--- src/hw/rtl/wbps_pkg.sv ---
package wbps_pkg;

	// Pattern storage is fixed by the register layout: two 64-bit words.
	localparam int PATTERN_STORE   = 16;
	localparam int DEF_MAX_PATTERN = 16;

	localparam int ADDR_W    = 64;
	localparam int WORD_W    = 64;
	localparam int CARE_W    = 16;
	localparam int LEN_W     = 5;
	localparam int POS_W     = 32;
	localparam int CFG_IDX_W = 3;

	// Result queue depth; a request may leave two results.
	localparam int Q_DEPTH = 4;
	localparam int Q_PTR_W = 2;
	localparam int Q_CNT_W = 3;

	typedef enum logic [CFG_IDX_W-1:0] {
		CFG_PATTERN_LOW  = 3'd0,
		CFG_PATTERN_HIGH = 3'd1,
		CFG_CARE_MASK    = 3'd2,
		CFG_PATTERN_LEN  = 3'd3,
		CFG_FIND_ALL     = 3'd4,
		CFG_BASE_ADDRESS = 3'd5
	} cfg_idx_t;

	// What one accepted byte produced, handed from the matcher to the queue.
	typedef struct packed {
		logic             match;
		logic             term;
		logic             match_last;
		logic [POS_W-1:0] offset;
	} hit_t;

	typedef struct packed {
		logic [ADDR_W-1:0] match_address;
		logic              found;
		logic              last;
	} result_t;

endpackage

--- src/hw/rtl/wbps_if.sv ---
interface wbps_in_if import wbps_pkg::*; ();
	logic       valid;
	logic       ready;
	logic [7:0] data_byte;
	logic       last_byte;

	modport source (output valid, output data_byte, output last_byte, input ready);
	modport sink (input valid, input data_byte, input last_byte, output ready);
endinterface

interface wbps_out_if import wbps_pkg::*; ();
	logic              valid;
	logic              ready;
	logic [ADDR_W-1:0] match_address;
	logic              found;
	logic              last;

	modport source (output valid, output match_address, output found, output last,
		input ready);
	modport sink (input valid, input match_address, input found, input last,
		output ready);
endinterface

interface wbps_cfg_if import wbps_pkg::*; ();
	logic                 valid;
	logic                 ready;
	logic [CFG_IDX_W-1:0] reg_index;
	logic [WORD_W-1:0]    wdata;

	modport source (output valid, output reg_index, output wdata, input ready);
	modport sink (input valid, input reg_index, input wdata, output ready);
endinterface

--- src/hw/rtl/wbps_match.sv ---
module wbps_match import wbps_pkg::*; #(
	parameter int MAX_PATTERN = DEF_MAX_PATTERN
) (
	input  logic                         clk,
	input  logic                         arst_n,
	input  logic                         accept,
	input  logic [7:0]                   data_byte,
	input  logic                         last_byte,
	input  logic [8*PATTERN_STORE-1:0]   pattern,
	input  logic [CARE_W-1:0]            care,
	input  logic [LEN_W-1:0]             plen,
	input  logic                         find_all,
	output hit_t                         hit
);

	localparam int WIN = (MAX_PATTERN < PATTERN_STORE) ? MAX_PATTERN : PATTERN_STORE;

	logic [7:0]       win_q [WIN];
	logic [7:0]       win_next [WIN];
	logic [POS_W-1:0] pos_q;
	logic             done_q;

	logic [LEN_W-1:0] n_used;
	logic [WIN-1:0]   len_ok;
	logic             window_hit;
	logic [POS_W-1:0] count;
	logic             match;
	logic             done_after;
	logic             term;

	always_comb begin
		win_next[0] = data_byte;
		for (int k = 1; k < WIN; k++) begin
			win_next[k] = win_q[k-1];
		end
	end

	always_comb begin
		if (plen == '0) begin
			n_used = LEN_W'(1);
		end else if (plen > LEN_W'(WIN)) begin
			n_used = LEN_W'(WIN);
		end else begin
			n_used = plen;
		end
	end

	// One compare row per possible length; the newest byte lines up with the
	// last pattern byte, so the row for length n compares pattern byte i with
	// the byte received n-1-i requests ago.
	always_comb begin
		for (int n = 1; n <= WIN; n++) begin
			len_ok[n-1] = 1'b1;
			for (int i = 0; i < n; i++) begin
				if (care[i] && (pattern[i*8 +: 8] != win_next[n-1-i])) begin
					len_ok[n-1] = 1'b0;
				end
			end
		end
	end

	always_comb begin
		window_hit = 1'b0;
		for (int n = 1; n <= WIN; n++) begin
			if (n_used == LEN_W'(n)) begin
				window_hit = len_ok[n-1];
			end
		end
	end

	assign count      = (pos_q == '1) ? pos_q : pos_q + POS_W'(1);
	assign match      = !done_q && (count >= POS_W'(n_used)) && window_hit;
	assign done_after = done_q || (match && !find_all);
	assign term       = last_byte && (find_all || !done_after);

	assign hit.match      = match;
	assign hit.term       = term;
	assign hit.match_last = !find_all;
	assign hit.offset     = count - POS_W'(n_used);

	always_ff @(posedge clk or negedge arst_n) begin
		if (!arst_n) begin
			for (int k = 0; k < WIN; k++) begin
				win_q[k] <= '0;
			end
			pos_q  <= '0;
			done_q <= 1'b0;
		end else if (accept) begin
			for (int k = 0; k < WIN; k++) begin
				win_q[k] <= win_next[k];
			end
			if (last_byte) begin
				pos_q  <= '0;
				done_q <= 1'b0;
			end else begin
				pos_q  <= count;
				done_q <= done_after;
			end
		end
	end

	// A range end always leaves the position and the done flag cleared.
	a_range_end_clears: assert property (@(posedge clk) disable iff (!arst_n)
		accept && last_byte |=> (pos_q == '0) && !done_q)
		else $error("range state not cleared after final byte");

	// Once the first match is reported, no further match comes in that range.
	a_done_blocks: assert property (@(posedge clk) disable iff (!arst_n)
		done_q |-> !hit.match)
		else $error("match reported after search finished");

endmodule

--- src/hw/rtl/wbps_outq.sv ---
module wbps_outq import wbps_pkg::*; (
	input  logic              clk,
	input  logic              arst_n,
	input  hit_t              hit,
	input  logic [ADDR_W-1:0] base,
	output logic              room,
	wbps_out_if.source        res
);

	result_t            fifo_q [Q_DEPTH];
	logic [Q_PTR_W-1:0] wptr_q;
	logic [Q_PTR_W-1:0] rptr_q;
	logic [Q_CNT_W-1:0] cnt_q;

	result_t            match_entry;
	result_t            end_entry;
	result_t            first_entry;
	logic [1:0]         npush;
	logic               pop;

	assign match_entry.match_address = base + ADDR_W'(hit.offset);
	assign match_entry.found         = 1'b1;
	assign match_entry.last          = hit.match_last;

	assign end_entry.match_address = '0;
	assign end_entry.found         = 1'b0;
	assign end_entry.last          = 1'b1;

	assign first_entry = hit.match ? match_entry : end_entry;
	assign npush       = {1'b0, hit.match} + {1'b0, hit.term};
	assign pop         = res.valid && res.ready;

	// Room for two more results beyond what is queued and what is in flight.
	assign room = (cnt_q + Q_CNT_W'(npush)) <= Q_CNT_W'(Q_DEPTH - 2);

	always_ff @(posedge clk) begin
		if (npush != 2'd0) begin
			fifo_q[wptr_q] <= first_entry;
		end
		if (npush == 2'd2) begin
			fifo_q[wptr_q + Q_PTR_W'(1)] <= end_entry;
		end
	end

	always_ff @(posedge clk or negedge arst_n) begin
		if (!arst_n) begin
			wptr_q <= '0;
			rptr_q <= '0;
			cnt_q  <= '0;
		end else begin
			wptr_q <= wptr_q + Q_PTR_W'(npush);
			rptr_q <= rptr_q + Q_PTR_W'(pop);
			cnt_q  <= cnt_q + Q_CNT_W'(npush) - Q_CNT_W'(pop);
		end
	end

	assign res.valid         = cnt_q != '0;
	assign res.match_address = fifo_q[rptr_q].match_address;
	assign res.found         = fifo_q[rptr_q].found;
	assign res.last          = fifo_q[rptr_q].last;

	a_no_overflow: assert property (@(posedge clk) disable iff (!arst_n)
		cnt_q <= Q_CNT_W'(Q_DEPTH))
		else $error("result queue overflow");

	// In first-match mode a match closes the range, so no end marker joins it.
	a_first_no_marker: assert property (@(posedge clk) disable iff (!arst_n)
		!(hit.match && hit.match_last && hit.term))
		else $error("end marker after a first-mode match");

	a_drain: assert property (@(posedge clk) disable iff (!arst_n)
		(cnt_q == Q_CNT_W'(1)) && pop && (npush == 2'd0) |=> !res.valid)
		else $error("result queue shows data after draining");

endmodule

--- src/hw/rtl/wildcard_byte_pattern_scan_top.sv ---
// Wildcard byte pattern scanner.
//
// The scan channel takes one byte of a memory range per request, in address
// order, with last_byte set on the final byte. Each request on the hits channel
// carries one result, and a byte may cause none, one or two of them: a match
// gives base address plus the offset of the match's first byte with found set;
// the final byte of a range adds an end marker (found clear, address zero,
// last set), which in first-match mode only appears when the range held no
// match. The cfg channel writes the pattern, care mask, pattern length, mode
// and base address; it is always ready and is meant to be written only while
// the scanner is idle.
//
// Throughput is one byte per cycle while the scan channel is ready: the window
// compare, counter and search state update all settle in the cycle the byte
// is accepted. A result passes through the stage register and then the result
// queue before it shows up on the hits channel. A final byte in all-matches
// mode can yield two results, which leave the queue one at a time; a run of
// such bytes fills the queue and makes the scan channel drop ready.
// When the receiver stalls, the four-entry result queue absorbs results and
// the scan channel drops ready once the queue, counting the results held in
// the stage register, has fewer than two free entries.
// Reset clears the byte window, the position count, the queue and all
// registers but the queue storage, with pattern length one.
module wildcard_byte_pattern_scan_top import wbps_pkg::*; #(
	parameter int MAX_PATTERN = DEF_MAX_PATTERN
) (
	input  logic       clk,
	input  logic       arst_n,
	wbps_cfg_if.sink   cfg,
	wbps_in_if.sink    scan,
	wbps_out_if.source hits
);

	logic [WORD_W-1:0] pat_lo_q;
	logic [WORD_W-1:0] pat_hi_q;
	logic [CARE_W-1:0] care_q;
	logic [LEN_W-1:0]  plen_q;
	logic              find_all_q;
	logic [ADDR_W-1:0] base_q;

	logic              accept;
	logic              room;
	hit_t              hit;
	hit_t              hit_s1;

	// Configuration writes are always accepted; indexes past the list are
	// dropped.
	assign cfg.ready = 1'b1;

	always_ff @(posedge clk or negedge arst_n) begin
		if (!arst_n) begin
			pat_lo_q   <= '0;
			pat_hi_q   <= '0;
			care_q     <= '0;
			plen_q     <= LEN_W'(1);
			find_all_q <= 1'b0;
			base_q     <= '0;
		end else if (cfg.valid) begin
			unique case (cfg_idx_t'(cfg.reg_index))
				CFG_PATTERN_LOW:  pat_lo_q   <= cfg.wdata;
				CFG_PATTERN_HIGH: pat_hi_q   <= cfg.wdata;
				CFG_CARE_MASK:    care_q     <= cfg.wdata[CARE_W-1:0];
				CFG_PATTERN_LEN:  plen_q     <= cfg.wdata[LEN_W-1:0];
				CFG_FIND_ALL:     find_all_q <= cfg.wdata[0];
				CFG_BASE_ADDRESS: base_q     <= cfg.wdata;
				default: begin
				end
			endcase
		end
	end

	// The scan side only waits on queue space, never on the result side
	// being taken in the same cycle.
	assign scan.ready = room;
	assign accept     = scan.valid && scan.ready;

	wbps_match #(
		.MAX_PATTERN (MAX_PATTERN)
	) u_match (
		.clk       (clk),
		.arst_n    (arst_n),
		.accept    (accept),
		.data_byte (scan.data_byte),
		.last_byte (scan.last_byte),
		.pattern   ({pat_hi_q, pat_lo_q}),
		.care      (care_q),
		.plen      (plen_q),
		.find_all  (find_all_q),
		.hit       (hit)
	);

	// Stage register between the compare and the address add; an empty stage
	// holds no match and no end marker.
	always_ff @(posedge clk or negedge arst_n) begin
		if (!arst_n) begin
			hit_s1 <= '0;
		end else if (accept) begin
			hit_s1 <= hit;
		end else begin
			hit_s1 <= '0;
		end
	end

	wbps_outq u_outq (
		.clk    (clk),
		.arst_n (arst_n),
		.hit    (hit_s1),
		.base   (base_q),
		.room   (room),
		.res    (hits)
	);

	// A stalled scan request never leaves anything in the stage register.
	a_stall_empty: assert property (@(posedge clk) disable iff (!arst_n)
		!accept |=> !hit_s1.match && !hit_s1.term)
		else $error("stage register loaded without an accepted byte");

	// In all-matches mode a final byte always produces an end marker.
	a_final_result: assert property (@(posedge clk) disable iff (!arst_n)
		accept && scan.last_byte && find_all_q |-> hit.term)
		else $error("final byte produced no end marker");

endmodule

--- src/flat_wrapper.sv ---
// flat-port wrapper written by rule: the top's interface ports become plain ports
module wildcard_byte_pattern_scan_top_flat import wbps_pkg::*;
#(
	parameter int MAX_PATTERN = DEF_MAX_PATTERN
)
  (clk, arst_n, cfg_valid, cfg_reg_index, cfg_wdata, cfg_ready, scan_valid, scan_data_byte, scan_last_byte, scan_ready, hits_valid, hits_match_address, hits_found, hits_last, hits_ready);
  wbps_cfg_if cfg_i ();
  wbps_in_if scan_i ();
  wbps_out_if hits_i ();
  input  logic clk;
  input  logic arst_n;
  input wire logic [$bits(cfg_i.valid)-1:0] cfg_valid;
  input wire logic [$bits(cfg_i.reg_index)-1:0] cfg_reg_index;
  input wire logic [$bits(cfg_i.wdata)-1:0] cfg_wdata;
  output wire logic [$bits(cfg_i.ready)-1:0] cfg_ready;
  input wire logic [$bits(scan_i.valid)-1:0] scan_valid;
  input wire logic [$bits(scan_i.data_byte)-1:0] scan_data_byte;
  input wire logic [$bits(scan_i.last_byte)-1:0] scan_last_byte;
  output wire logic [$bits(scan_i.ready)-1:0] scan_ready;
  output wire logic [$bits(hits_i.valid)-1:0] hits_valid;
  output wire logic [$bits(hits_i.match_address)-1:0] hits_match_address;
  output wire logic [$bits(hits_i.found)-1:0] hits_found;
  output wire logic [$bits(hits_i.last)-1:0] hits_last;
  input wire logic [$bits(hits_i.ready)-1:0] hits_ready;
  assign cfg_i.valid = cfg_valid;
  assign cfg_i.reg_index = cfg_reg_index;
  assign cfg_i.wdata = cfg_wdata;
  assign cfg_ready = cfg_i.ready;
  assign scan_i.valid = scan_valid;
  assign scan_i.data_byte = scan_data_byte;
  assign scan_i.last_byte = scan_last_byte;
  assign scan_ready = scan_i.ready;
  assign hits_valid = hits_i.valid;
  assign hits_match_address = hits_i.match_address;
  assign hits_found = hits_i.found;
  assign hits_last = hits_i.last;
  assign hits_i.ready = hits_ready;
  wildcard_byte_pattern_scan_top #(.MAX_PATTERN(MAX_PATTERN)) u_core (.clk(clk), .arst_n(arst_n), .cfg(cfg_i), .scan(scan_i), .hits(hits_i));
endmodule
--- config.mk ---
export PLATFORM = sky130hd
export DESIGN_NAME = wildcard_byte_pattern_scan_top_flat
export DESIGN_NICKNAME = d
export VERILOG_FILES = /design/src/hw/rtl/wbps_pkg.sv /design/src/hw/rtl/wbps_if.sv /design/src/hw/rtl/wbps_match.sv /design/src/hw/rtl/wbps_outq.sv /design/src/hw/rtl/wildcard_byte_pattern_scan_top.sv /design/src/flat_wrapper.sv
export SDC_FILE = /design/constraint.sdc
export NUM_CORES = 2
export LEC_CHECK = 0
export ABC_CLOCK_PERIOD_IN_PS = 3750
export BUFFER_PORTS_ARGS = -buffer_cell sky130_fd_sc_hd__buf_2
export CORE_MARGIN = 1.5
export CORE_UTILIZATION = 40
export CTS_BUF_LIST = sky130_fd_sc_hd__clkbuf_4
export DETAILED_ROUTE_END_ITERATION = 8
export PLACE_DENSITY = 0.55
export SLEW_MARGIN = 25
export SYNTH_ARGS = -nofsm -noshare
export SYNTH_HDL_FRONTEND = slang
export SYNTH_SLANG_ARGS = --single-unit
--- constraint.sdc ---
create_clock -name clk -period 3.75 [get_ports clk]
set_input_delay 0.75 -clock clk [delete_from_list [all_inputs] [get_ports clk]]
set_output_delay 0.75 -clock clk [all_outputs]
set_load 0.1 [all_outputs]
# --- Yosys cells after proc, flatten, opt, wreduce, memory -nomap -nowiden ---
# Memories as Yosys holds them, arrays and structs flattened.
# Cells that the tools add are included.
totals:
  word_cells: 522
  input_bits: 81
  ram_bits: 264
  reg_bits: 409
  output_inout_bits: 69
  mem_count: 1
mem_list:
  columns: ["name", "words", "word_bits", "read_ports", "rd_clocked_by_memory_dff", "wr", "line", "source"]
  rows:
  - ["u_core.u_outq.fifo_q", 4, 66, 1, 0, 2, "wbps_outq.sv:10", "result_t fifo_q [Q_DEPTH];"]
op_classes:
  n_mux: 163
  eq_ne: 159
  order_cmp: 3
  add_sub_neg: 9
  n_reduce_logical: 157
op_table:
  columns: ["operator", "n"]
  rows:
  - ["8-bit != test", 136]
  - ["1-bit 2-to-1 mux", 157]
  - ["1-bit logical AND", 142]
  - ["66-bit 2-to-1 mux", 1]
  - ["64-bit by 32-bit adder with 64-bit output", 1]
  - ["32-bit 2-to-1 mux", 2]
  - ["5-bit by 4-bit equality test with 1-bit output, second input constant", 8]
  - ["35-bit 2-to-1 mux", 1]
  - ["32-bit by 1-bit adder with 32-bit output, second input constant", 1]
  - ["32-bit equality test, second input constant", 1]
  - ["32-bit by 5-bit >= comparator with 1-bit output", 1]
  - ["32-bit by 5-bit subtractor with 32-bit output", 1]
  - ["5-bit by 3-bit equality test with 1-bit output, second input constant", 4]
  - ["2-bit AND reduction", 6]
  - ["5-bit by 2-bit equality test with 1-bit output, second input constant", 2]
  - ["5-bit 2-to-1 mux", 2]
  - ["3-bit by 2-bit equality test with 1-bit output, second input constant", 2]
  - ["3-bit equality test, second input constant", 2]
  - ["5-bit by 1-bit equality test with 1-bit output, second input constant", 1]
  - ["5-bit equality test, second input constant", 1]
  - ["5-bit greater-than comparator, second input constant", 1]
  - ["5-bit zero test", 1]
  - ["3-bit by 2-bit adder with 3-bit output", 1]
  - ["3-bit by 1-bit equality test with 1-bit output, second input constant", 1]
  - ["12 further kinds", 15]

# --- Logic depth before layout (Yosys ltp) ---
depth:
  depth_word: 27
  ltp_mapped: 18

# --- By module ---
# From an unflattened synthesis, not the netlist that was laid out.
unflattened:
  cells_unflattened: 4577
  hier_area_um2: 44388.8
by_module_without_submodules:
  columns: ["mod", "area_per_inst_um2", "seq_area_each_um2", "cells_per_inst", "instances"]
  rows:
  - ["wbps_match", 21635.8, 3828.7, 2589, 1]
  - ["wbps_outq", 13152.6, 5460.2, 1452, 1]
  - ["wildcard_byte_pattern_scan_top", 9600.5, 6232.2, 536, 1]

# --- Worst setup path after synthesis ---
# Ideal clock, no wire load.
synth_timing:
  kind: "reg-to-reg"
  from: "register u_core.hit_s1[34] in the netlist's numbering"
  to: "register u_core.u_match.pos_q[20]"
  path_buffers: 3
  path_stages_with_launch: 14
  setup_ns: 0.083
  setup_slack_ns: -0.860
  t_arrival_ns: 4.527
  path_cell_list: "dfrtp_1 > clkinv_1 > buf_1 > ha_1 > ha_1 > fa_1 > xor2_1 > a21oi_1 > nand2_1 > clkbuf_1 > nor2_1 > clkbuf_1 > nand2_1 > o21ai_0"
synth_between:
  elab_chain_len: 4
synth_lines:
  columns: ["item", "line", "source"]
  rows:
  - ["start, declared", "wildcard_byte_pattern_scan_top.sv:44", "hit_t hit_s1;"]
  - ["start signal, assigned", "wildcard_byte_pattern_scan_top.sv:98", "hit_s1 <= hit;"]
  - ["1-bit by 1-bit adder with 2-bit output", "wbps_outq.sv:30", "assign npush = {1'b0, hit.match} + {1'b0, hit.term};"]
  - ["3-bit by 2-bit adder with 3-bit output", "wbps_outq.sv:34", "assign room = (cnt_q + Q_CNT_W'(npush)) <= Q_CNT_W'(Q_DEPTH - 2);"]
  - ["3-bit by 2-bit less-or-equal comparator with 1-bit output", "wbps_outq.sv:34", null]
  - ["net scan_ready", "flat_wrapper.sv:19", "output wire logic [$bits(scan_i.ready)-1:0] scan_ready;"]
  - ["1-bit logical AND", "wildcard_byte_pattern_scan_top.sv:75", "assign accept = scan.valid && scan.ready;"]
  - ["end signal, assigned", "wbps_match.sv:96", "pos_q <= count;"]
  - ["end, declared", "wbps_match.sv:20", "logic [POS_W-1:0] pos_q;"]
# The timed path passes the listed nets, and every way through them passes these cells.
# A chain may end at the register's enable or synchronous reset.

# --- Final worst setup path ---
layout_timing:
  from: "register u_core.hit_s1[33] in the netlist's numbering"
  to: "output scan_ready"
layout_between:
  elab_chain_len: 3
layout_lines:
  columns: ["item", "line"]
  rows:
  - ["1-bit by 1-bit adder with 2-bit output", "wbps_outq.sv:30"]
  - ["3-bit by 2-bit adder with 3-bit output", "wbps_outq.sv:34"]
  - ["3-bit by 2-bit less-or-equal comparator with 1-bit output", "wbps_outq.sv:34"]
  - ["end, declared", "flat_wrapper.sv:19"]
# No other way between the ends.

==> run metrics <==
hold violation count in the final report 0; Internal Power 19.8 mW; peak per-stage delay on the critical path 0.45 ns; clock sinks 673; Final Total Pwr 35.5 mW; CP cell instances inv_1, ha_4, ha_2, fa_2, xor2_2, a21oi_4, buf_12; Tot GR Track Use 0.306; Layout Cell Area excl Fill 50200 um2; CTS max path bufs 3; Worst setup SP type flop; worst skew pair latency 1.17 ns; Comb pwr share 0.478; Hold Crit Class input pin to flop; crit path max fanout 2; first-pass GRT wire length 246000 um; Post-Syn Instances 4733; fin worst setup slack -0.0575 ns; Post-synth EDFFs 0; top_reg_cell synth dfrtp_1; die height 330 um; worst IR drop on VDD 0.343 mV; post-synthesis simple-gate area fraction 0.155; count of final setup violators 3; Worst setup EP type output port; Switching Share 0.443; Worst Path Arrival 3.06 ns; Final GP Congestion 1.06; vias per inst 5.69; Setup TNS -0.105 ns; Syn Std Cell Area 42800 um2; IO Port Bufs 148; Initial DRC Count 3606; syn avg cell area 9.04 um2; top layer reached by signal wires met5; Finished Layout Cells 6615; Synth Net Count 4862; Worst-path clk slew 0.06 ns; register area share after synthesis 0.363; sequential power share 0.331; largest net degree at the start of global routing 92; Total Wirelength 168000 um; CP max-delay cell dfrtp_2; Max Cap Viol 0; Routed WL per cell 25.5 um; drt pass-1 iters 7; clock power share 0.191; post-route clock period utilization 1.02; RSZ-0062 raised after global routing true; Worst Clk Skew 0.104 ns; post-synthesis cell type count 81; Yosys warnings 0; Slew HR 0.313; I/O pins 150; CTS Root Cell clkbuf_4; status finished, violations left; Fillers 10300; metal3 WL 15000 um; Synth Area in Adders 0.0146; H-Tree Level Count 4; failing checks negative setup slack; Final #Nets 5212; Tightest Pin Transition 1.03 ns; DRT antenna net count 0; Die Area 109000 um2; Async SR Flop Fraction 0.608; DRT met1 WL 70300 um; post-synthesis compound-gate area fraction 0.0839; Fin Hold WS 0.102 ns; Initial Util 0.405; GR Overflow Total 0; Worst EP required 3.00 ns; vias in the first global route 36000; Seq cells post-synth 673; fin crit period 3.81 ns; Die Width 330 um; area grow syn2layout 17.4%; DR DRC count 0; total core area 106000 um2; CTS Buf Count 189; switching power 15.7 mW; CTS tree done; Max Clk Rate 263 MHz; fin. max-slew vios 0; dpl cells 6218; PwrDens 707 nW/um2; largest family of logic cells by synthesized area XOR/XNOR gates; Sequential cell area 15500 um2; Met2 Wirelength 74000 um; leakage 19.4 nW; initial antenna violation count 15; HPWL Detailed 122000 um; layout cells sized above 1 0.240; Via Count 37600; Post-Synth XOR/XNOR Area 0.245; DP Area 47000 um2; post-synthesis mux area share 0.0927; area of the multi-input gates 25700 um2; critical path class flop to output port; Row Count 119
==> critical path: cells and delay by family (launching register included) <==
kind / cells / cell delay, ns
fa+ha+maj: 3 / 0.78
flops: 1 / 0.45
buf+inv: 2 / 0.33
compound gates: 1 / 0.24
xor+xnor: 1 / 0.18
==> final timing paths <==
kind,start,endpoint,slack [ns],cells after the start
max,u_core.hit_s1[33],scan_ready,-0.06,7
min,cfg_wdata[6],u_core.pat_lo_q[6],0.10,2
max reg2reg,u_core.u_match.pos_q[0],u_core.hit_s1[33],-0.05,17
min reg2reg,u_core.u_outq.fifo_q[3][63],u_core.u_outq.fifo_q[3][63],0.45,2
max in group asynchronous,arst_n,u_core.base_q[37],2.64,3
min in group asynchronous,arst_n,u_core.u_match.pos_q[9],0.22,2
==> logic make-up after synthesis <==
kind of cell,Yosys count
buffers and inverters,511
AOI/OAI and AO/OA,617
other,1
xor gates and xnor gates,1198
muxes,287
and+or+nand+nor,1398
DFF,673
adders and majority gates,48
==> power groups by stage <==
| stage | Sequential [mW] | Clock, mW | Combinational (mW) |
|---|---|---|---|
| 4_1_cts | 11.6 | 7.00 | 16.6 |
| 5_1_grt | 11.8 | 7.40 | 18.2 |
| 2_1_floorplan | 9.22 | 0 | 12.8 |
| 3_5_place_dp | 11.8 | 0 | 16.2 |
| 3_3_place_gp | 11.8 | 0 | 16.0 |
| 6_report | 11.7 | 6.79 | 17.0 |
==> final cells by class <==
cell class                      instances  area share
Clock inverter                         44     0.00540
Sequential cell                       673       0.309
Timing Repair Buffer                  644      0.0963
Tap cell                             1391      0.0346
Multi-Input combinational cell       3549       0.511
Clock buffer                          277      0.0414
Inverter                               26     0.00197
Antenna cell                           11    0.000548
==> synth_stat cells, types with 7 or more instances <==
cell | instances | area, um2
nor3b_1 | 9 | 67.6
and2_1 | 7 | 43.8
nor2_1 | 160 | 601
dfxtp_1 | 264 | 5290
buf_2 | 11 | 55.1
mux4_2 | 66 | 1490
mux2_2 | 215 | 2420
a22oi_1 | 26 | 195
a31oi_1 | 8 | 50.1
buf_1 | 85 | 319
and3_1 | 13 | 81.3
nand3_1 | 56 | 280
xor2_1 | 59 | 517
dfrtp_1 | 408 | 10200
o31ai_1 | 16 | 120
nand2_1 | 697 | 2620
inv_1 | 25 | 93.8
a211o_1 | 7 | 61.3
a21o_1 | 20 | 150
clkbuf_1 | 383 | 1440
o21a_1 | 10 | 75.1
or3_1 | 10 | 62.6
o211ai_1 | 7 | 52.6
a22o_1 | 30 | 263
nor4_1 | 26 | 163
nor3_1 | 39 | 195
o21bai_1 | 8 | 60.1
xnor2_1 | 1139 | 9980
ha_1 | 45 | 563
nand4_1 | 313 | 1960
o21ai_0 | 327 | 1640
a21oi_1 | 120 | 601
nand2b_1 | 12 | 75.1
nor2b_1 | 11 | 68.8
==> layer usage <==
| layer | track usage | vias to the layer above |
|---|---|---|
| li1 | - | 16800 |
| met2 | 0.466 | 1900 |
| met4 | 0.156 | 8 |
| met5 | 0 | - |
| met3 | 0.0717 | 566 |
| met1 | 0.403 | 18300 |
==> layout by cell type (no fill, tap or decap), drive strengths merged, types with 29 or more instances in the layout <==
cell	instances
nand4	317
nand2	698
clkinv	32
nor2	160
a22o	30
mux4	66
nor4	29
dlygate4sd3	51
mux2	215
o21ai	329
nand3	56
xor2	59
xnor2	1139
dfrtp	408
a21oi	120
buf	593
inv	34
clkbuf	277
ha	45
dfxtp	264
nor3	39
==> through the flow <==
step	utilization	worst slack, ns
2_1_floorplan	-	-0.00515
3_3_place_gp	0.445	-0.0866
3_5_place_dp	0.445	-0.147
4_1_cts	0.473	-0.183
5_1_grt	0.475	-0.206
6_report	0.475	-0.0575
==> registers in the layout, summed over array words and instances (netlist names) <==
name	cells
u_core.u_match.pos_q	32
u_core.pat_hi_q	64
u_core.care_q	16
u_core.hit_s1	35
u_core.u_outq.fifo_q	264
u_core.u_outq.wptr_q	2
u_core.find_all_q	1
u_core.u_outq.cnt_q	3
u_core.u_match.win_next	120
u_core.pat_lo_q	64
u_core.u_outq.rptr_q	2
u_core.u_match.done_q	1
u_core.base_q	64
u_core.plen_q	5
==> timing repair <==
| action | 4_1_cts | 5_1_grt |
|---|---|---|
| resized for setup | 16 | 38 |
| endpoints found under the setup margin | 61 | 24 |
| hold endpoints to repair | 200 | 0 |
| pin swaps | 10 | 22 |
| hold buffers | 51 | 0 |
| buffers inserted | 10 | 5 |
Note: power is estimated with default switching activity, not from simulation.
